`src/hw/rtl/bcq_pkg.sv`:
```
package bcq_pkg;

  // Scan modes of the front end
  localparam logic [2:0] MODE_CODE   = 3'd0;
  localparam logic [2:0] MODE_SLASH  = 3'd1;
  localparam logic [2:0] MODE_LINE   = 3'd2;
  localparam logic [2:0] MODE_BLOCK  = 3'd3;
  localparam logic [2:0] MODE_STAR   = 3'd4;
  localparam logic [2:0] MODE_STRING = 3'd5;

  // Operations handed from front to back
  localparam logic [1:0] OP_NONE  = 2'd0;
  localparam logic [1:0] OP_PUSH  = 2'd1;
  localparam logic [1:0] OP_CLOSE = 2'd2;
  localparam logic [1:0] OP_QUOTE = 2'd3;

  // Closer codes
  localparam logic [1:0] CL_NONE    = 2'd0;
  localparam logic [1:0] CL_PAREN   = 2'd1;
  localparam logic [1:0] CL_BRACE   = 2'd2;
  localparam logic [1:0] CL_BRACKET = 2'd3;

  // Error kinds (bad closers are closer code minus one)
  localparam logic [2:0] ERR_QUOTE    = 3'd3;
  localparam logic [2:0] ERR_OVERFLOW = 3'd4;

  // Characters of interest
  localparam logic [7:0] CH_NEWLINE = 8'h0A;
  localparam logic [7:0] CH_DQUOTE  = 8'h22;
  localparam logic [7:0] CH_LPAREN  = 8'h28;
  localparam logic [7:0] CH_RPAREN  = 8'h29;
  localparam logic [7:0] CH_STAR    = 8'h2A;
  localparam logic [7:0] CH_SLASH   = 8'h2F;
  localparam logic [7:0] CH_LBRACK  = 8'h5B;
  localparam logic [7:0] CH_RBRACK  = 8'h5D;
  localparam logic [7:0] CH_LBRACE  = 8'h7B;
  localparam logic [7:0] CH_RBRACE  = 8'h7D;

  localparam logic [15:0] LINE_FIRST = 16'd1;
  localparam logic [15:0] LINE_MAX   = 16'hFFFF;

  localparam int QUEUE_DEPTH = 4;
  localparam int QUEUE_AW    = 2;

  typedef struct packed {
    logic [1:0]  op;
    logic [1:0]  closer;
    logic [15:0] line;
    logic        last;
  } op_t;

endpackage

```
`src/hw/rtl/bcq_front.sv`:
```
module bcq_front (
  input  logic          clk,
  input  logic          rst,
  input  logic          in_valid,
  output logic          in_ready,
  input  logic [7:0]    in_char,
  input  logic          in_last,
  input  logic          q_ready,
  output logic          q_valid,
  output bcq_pkg::op_t  q_op
);
  import bcq_pkg::*;

  logic [2:0]  mode;
  logic [2:0]  mode_next;
  logic [15:0] line;
  logic        bump;
  logic        code_path;
  logic [1:0]  op_kind;
  logic [1:0]  op_closer;
  logic        accept;

  always_comb begin
    mode_next = mode;
    bump      = 1'b0;
    code_path = 1'b0;
    op_kind   = OP_NONE;
    op_closer = CL_NONE;
    unique case (mode)
      MODE_SLASH: begin
        if (in_char == CH_SLASH) begin
          mode_next = MODE_LINE;
        end else if (in_char == CH_STAR) begin
          mode_next = MODE_BLOCK;
        end else begin
          code_path = 1'b1;
        end
      end
      MODE_LINE: begin
        if (in_char == CH_NEWLINE) begin
          bump      = 1'b1;
          mode_next = MODE_CODE;
        end
      end
      MODE_BLOCK: begin
        if (in_char == CH_STAR) begin
          mode_next = MODE_STAR;
        end else if (in_char == CH_NEWLINE) begin
          bump = 1'b1;
        end
      end
      MODE_STAR: begin
        if (in_char == CH_SLASH) begin
          mode_next = MODE_CODE;
        end else if (in_char != CH_STAR) begin
          mode_next = MODE_BLOCK;
          bump      = (in_char == CH_NEWLINE);
        end
      end
      MODE_STRING: begin
        if (in_char == CH_DQUOTE) begin
          mode_next = MODE_CODE;
        end else if (in_char == CH_NEWLINE) begin
          op_kind   = OP_QUOTE;
          bump      = 1'b1;
          mode_next = MODE_CODE;
        end
      end
      default: begin
        code_path = 1'b1;
      end
    endcase

    // Plain code byte, also the byte after a slash that opened nothing
    if (code_path) begin
      mode_next = MODE_CODE;
      unique case (in_char)
        CH_NEWLINE: bump      = 1'b1;
        CH_SLASH:   mode_next = MODE_SLASH;
        CH_DQUOTE:  mode_next = MODE_STRING;
        CH_LPAREN:  begin op_kind = OP_PUSH;  op_closer = CL_PAREN;   end
        CH_LBRACE:  begin op_kind = OP_PUSH;  op_closer = CL_BRACE;   end
        CH_LBRACK:  begin op_kind = OP_PUSH;  op_closer = CL_BRACKET; end
        CH_RPAREN:  begin op_kind = OP_CLOSE; op_closer = CL_PAREN;   end
        CH_RBRACE:  begin op_kind = OP_CLOSE; op_closer = CL_BRACE;   end
        CH_RBRACK:  begin op_kind = OP_CLOSE; op_closer = CL_BRACKET; end
        default: ;
      endcase
    end
  end

  assign in_ready = q_ready;
  assign accept   = in_valid && in_ready;

  // Only bytes that touch the stack, report, or end the text go to the back
  assign q_valid     = accept && ((op_kind != OP_NONE) || in_last);
  assign q_op.op     = op_kind;
  assign q_op.closer = op_closer;
  assign q_op.line   = line;
  assign q_op.last   = in_last;

  always_ff @(posedge clk) begin
    if (rst) begin
      mode <= MODE_CODE;
      line <= LINE_FIRST;
    end else if (accept) begin
      if (in_last) begin
        mode <= MODE_CODE;
        line <= LINE_FIRST;
      end else begin
        mode <= mode_next;
        if (bump && (line != LINE_MAX)) begin
          line <= line + 16'd1;
        end
      end
    end
  end

endmodule

```
`config.mk`:
```
export PLATFORM = sky130hd
export DESIGN_NAME = bcq_front
export DESIGN_NICKNAME = d
export VERILOG_FILES = /design/src/hw/rtl/bcq_pkg.sv /design/src/hw/rtl/bcq_front.sv
export SDC_FILE = /design/constraint.sdc
export NUM_CORES = 1
export LEC_CHECK = 0
export BUFFER_PORTS_ARGS = -buffer_cell sky130_fd_sc_hd__buf_2
export CAP_MARGIN = 20
export CORE_MARGIN = 8
export CORE_UTILIZATION = 57
export CTS_BUF_LIST = sky130_fd_sc_hd__clkbuf_2 sky130_fd_sc_hd__clkbuf_4 sky130_fd_sc_hd__clkbuf_8
export CTS_CLUSTER_SIZE = 40
export DETAILED_ROUTE_END_ITERATION = 8
export HOLD_SLACK_MARGIN = 0.12
export PLACE_DENSITY_LB_ADDON = 0.15
export SLEW_MARGIN = 5
export SYNTH_ARGS = -nofsm -noshare
export SYNTH_HDL_FRONTEND = slang
export SYNTH_SLANG_ARGS = --single-unit
```
`constraint.sdc`:
```
create_clock -name clk -period 4.8 [get_ports clk]
set_input_delay 0.96 -clock clk [delete_from_list [all_inputs] [get_ports clk]]
set_output_delay 0.96 -clock clk [all_outputs]
set_load 0.01 [all_outputs]
```
---- After elaboration in Yosys (flattened, before gate mapping) ----
Cells that the tools add are included.
word-level totals
  bits in registers ....................... 19
  output and inout bits ................... 23
  word-level logic and storage cells ...... 69
cells by class
  add/subtract/negate cells ............... 1
  equal/unequal tests ..................... 20
  multiplexer cells ....................... 31
  reductions and logical operators ........ 15
operators by type and width
  kind                     number
  $eq A8 B6 Y1 const B     5
  $eq A8 B7 Y1 const B     4
  $mux W16                 2
  $mux W3                  9
  $add A16 B1 Y16 const B  1
  $ne A16 B16 Y1 const B   1
  $pmux W3 S5              1
  $mux W2                  5
  $ne A5 B5 Y1 const B     2
  $mux W1                  9
  $eq A8 B4 Y1 const B     1
  $ne A8 B6 Y1 const B     1
  $reduce_bool A7 Y1       1
  $eq A3 B2 Y1 const B     2
  $eq A3 B3 Y1 const B     2
  $pmux W2 S3              1
  $pmux W3 S2              1
  $reduce_or A2 Y1         3
  $reduce_or A3 Y1         2
  $reduce_and A5 Y1        1
  $ne A4 B4 Y1 const B     1
  $pmux W1 S4              1
  $pmux W2 S2              1
  $reduce_bool A2 Y1       2
  6 further kinds          8

---- Depth between registers and ports, before layout ----
  depth in word-level cells ............... 9
  gate-level depth with buffers ........... 7
  mapped depth without buffers ............ 6

---- Worst setup path before layout ----
No wires, ideal clock.
  kind .................................... input port to output port
  start point ............................. input port in_char[5]
  end point ............................... output port q_valid
  arrival ................................. 2.573 ns
  required time ........................... 3.840 ns
  setup slack ............................. 1.267 ns
  stages .................................. 7
  buffers on the path ..................... 2
  cells stage by stage .................... buf_4 -> or4b_1 -> buf_2 -> o41ai_4 -> o21bai_1 -> o21ai_1 -> o31a_1
RTL lines
  item             line            source
  start, declared  bcq_front.sv:6  input logic [7:0] in_char,
  end, declared    bcq_front.sv:9  output logic q_valid,

---- Worst setup path in the final report ----
  start point ............................. input port in_char[5]
  end point ............................... output port q_valid
on the way
  word-level cells in the longest chain between the ends .. 9
  elaborated cells on any way between the ends .. 23
RTL lines
  item                   line             source
  $eq A8 B4 Y1           bcq_front.sv:63  end else if (in_char == CH_NEWLINE) begin
  $mux W2                bcq_front.sv:63
  $mux W2                bcq_front.sv:61  if (in_char == CH_DQUOTE) begin
  $mux W2                bcq_front.sv:29  unique case (mode)
  $pmux W2 S2            bcq_front.sv:77  unique case (in_char)
  $mux W2 *              bcq_front.sv:75  if (code_path) begin
  $reduce_bool A2 Y1 *   bcq_front.sv:96  assign q_valid = accept && ((op_kind != OP_NONE) || in_last);
  $logic_or A1 B1 Y1 *   bcq_front.sv:96
  $logic_and A1 B1 Y1 *  bcq_front.sv:96
Every way passes the cells marked *; elsewhere a longest branch is shown, timed or not.

==> reports/qor.tcl <==
set qor(outcome) {complete, no violations}
set qor(synth_seq_area_share_pct) 24.1
set qor(wire_per_inst_um) 16.6
set qor(finalHoldWorstSlack_ps) 514
set qor(postSynthCellCount) 201
set qor(worstSetupPathType) {primary input to primary output}
set qor(cts_repair_resize_count) 0
set qor(power.leakage_nw) 0.699
set qor(finalWirelength_um) 4200
set qor(ctsHtreeMaxLevel) 1
set qor(finalWeightedCongestion) 0.854
set qor(filler_instances) 258
set qor(count_of_hold_buffers_inserted_by_post_cts_repair) 0
set qor(syn_area_per_cell_um2) 7.86
set qor(report.final.slew_viol_count) 0
set qor(final-setup-viol-count) 0
set qor(dominantRegCellSynth) {dfxtp_1}
set qor(crit_required_ps) 3840
set qor(syn-num-nets) 215
set qor(worstMarginPinSlew_ps) 632
set qor(drtPass1Iterations) 4
set qor(timing.setup.tns_ps) 0
set qor(worstSetupEndpointType) {primary output}
set qor(worstSetupStartpointType) {primary input}
set qor(critPathBufInv) 2
set qor(critPathTopFamily) {compound AO/OA/AOI/OAI gates}
set qor(root_buffer) {clkbuf_4}
set qor(synth_area_leader_cell) {dfxtp_1}
set qor(numCtsBuffers) 3
set qor(cts_sink_count) 19
set qor(asyncSetResetFlopFracSynth_pct) 0
set qor(fin_crit_ps) 3810
set qor(die_x_um) 68.7
set qor(dpl.hpwl_um) 3120
set qor(drive_above_1_share_pct) 21.2
set qor(placement.setup.worst_slack_ps) 996
set qor(timing.final.ws_setup_ps) 987
set qor(postRouteAntennaNets) 0
set qor(area_growth_from_synthesis_to_layout_pct) 9.90
set qor(peakVddDrop_v) 0.000184
set qor(io_pins) 36
set qor(antenna_found_initial) 0
set qor(synth_cell_type_count) 55
set qor(power.density_nw_per_um2) 165
set qor(finalNetCount) 237
set qor(dpl.cell_count) 249
set qor(postCtsSetupBuffers) 0
set qor(path_common_cell) {buf_2}
set qor(final_hold_viol_count) 0
set qor(drt_iter0_drc) 177
set qor(number_of_enable_flip_flop_cells_after_synthesis) 0
set qor(drc) 0
set qor(cts-root-to-sink-buffers) 2
set qor(grt_usage_pct) 18.1
set qor(yosys_warnings) 0
set qor(area_taken_by_multi_input_logic_gates_um2) 1090
set qor(layout.area.seq_um2) 380
set qor(syn-cell-area_um2) 1580
set qor(synth.most_common_cell) {dfxtp_1}
set qor(via_count) 1676
set qor(antennaDiodeCount) 0
set qor(unrepaired_setup_endpoints_after_global_routing) {false}
set qor(globalRoute.totalOverflow) 0
set qor(ys_ff_latch) 19
set qor(die-height_um) 68.7
set qor(rows) 19
set qor(ys_top_cells_by_count) {19 x dfxtp_1, 15 x nand2_1, 12 x nor2_1, 11 x clkbuf_1, 10 x nand4_1}
set qor(critical_path.max_fanout) 10
set qor(clock_skew_ps) 5.37
set qor(timing.slew.headroom_pct) 57.9
set qor(clk_pin_slew_worst_paths_ps) 100
set qor(worst_ep_arrival_time_ps) 2850
set qor(fin_crit_sh_pct) 79.4
set qor(max_clock_freq_mhz) 262
set qor(route.detailed.vias_per_inst) 6.62
set qor(vias_in_the_first_global_route) 1572
set qor(cp_cell_sequence) {buf_2, or4b_1, o41ai_4, o21bai_1, o21ai_1, o31a_1, buf_2}
set qor(die_area_um2) 4710
set qor(worst_path_max_delay_cell) {or4b_1}
set qor(worst_path_largest_cell_delay_ps) 620
set qor(clk_latency_ps) 290
set qor(p_total_mw) 0.287
set qor(cap_viol_max_count) 0
set qor(place.port_buffers) 35
set qor(starting_density_of_the_core_pct) 58.8
set qor(min-delay-path-class) {flop to flop}
set qor(count_of_non_filler_cells_in_the_finished_layout) 253
set qor(clock_tree_from_tritoncts) {yes}
set qor(synthTopCellsByArea) {dfxtp_1 24%, nand4_1 4.0%, o211ai_1 3.8%}
set qor(grt_start_max_net_pins) 15
set qor(post-synth-top-area-fraction_pct) 24.1
set qor(fp.coreArea_um2) 2690
set qor(grt_first_pass_wirelength_um) 6840
-- cell type report --
type	count	share of cell area [%]
multi-input combinational	158	62.5
inverter	5	1.08
timing repair buffer	36	10.5
sequential	19	21.9
clock buffer	4	1.73
tap	31	2.23
-- worst min-delay path: stages, from the launching register on --
cell and delay [ps]:
dfxtp_1 340, o211ai_1 90, nand2_1 60
-- flip-flops by register name, summed over array words and instances (netlist names) --
signal and cells:
line 16, mode 3
-- per-layer routing --
layer	share of wire, %	track usage [%]	up-vias
li1	-	-	815
met1	42	20.7	795
met2	51	32.1	56
met3	4.9	3.39	10
met4	1.8	7.93	0
met5	0	0	-
-- power by group --
group | switching [mW] | leakage (nW) | internal [mW] | total [mW]
registers | 0.00144 | 0.153 | 0.158 | 0.160
logic | 0.0301 | 0.528 | 0.0148 | 0.0449
clock network | 0.0448 | 0.0184 | 0.0379 | 0.0827
-- final timing paths --
path	start	endpoint	slack [ps]	cells after the start
worst min-delay path	line[12]	line[12]	510	2
worst max register to register	line[0]	line[0]	2540	6
worst max-delay path	in_char[5]	q_valid	990	7
worst min register to register	line[12]	line[12]	510	2
-- through the flow --
stage	area (µm²)	utilization (%)
CTS	1740	64.6
floorplan	1580	-
detailed placement	1710	63.5
finish	1740	64.6
global route	1740	64.6
global placement	1710	63.5
-- cells by family after synthesis --
logic type / after synthesis / synth area share (%)
AO/OA/AOI/OAI: 56 / 27.5
XOR/XNOR: 9 / 4.99
flip-flops: 19 / 24.1
buffers and inverters: 24 / 7.21
adder cells (fa/ha/maj): 1 / 0.792
multiplexers: 1 / 0.633
AND/OR/NAND/NOR: 91 / 34.8
-- placed cells by master (no fill, tap or decap), types with 5 or more instances in the layout --
master | Yosys | routed
nand4_1 | 10 | 10
nand2_1 | 15 | 15
nor2_1 | 12 | 12
o21ai_0 | 8 | 8
or4_1 | 6 | 6
inv_1 | 5 | 5
a21oi_1 | 8 | 8
buf_2 | 1 | 35
xor2_1 | 6 | 6
nand3_1 | 8 | 8
and3_1 | 6 | 6
nor2b_1 | 7 | 7
o211ai_1 | 8 | 8
o2111ai_1 | 6 | 6
dfxtp_1 | 19 | 19
No activity file was read; power rests on OpenSTA's default activity.
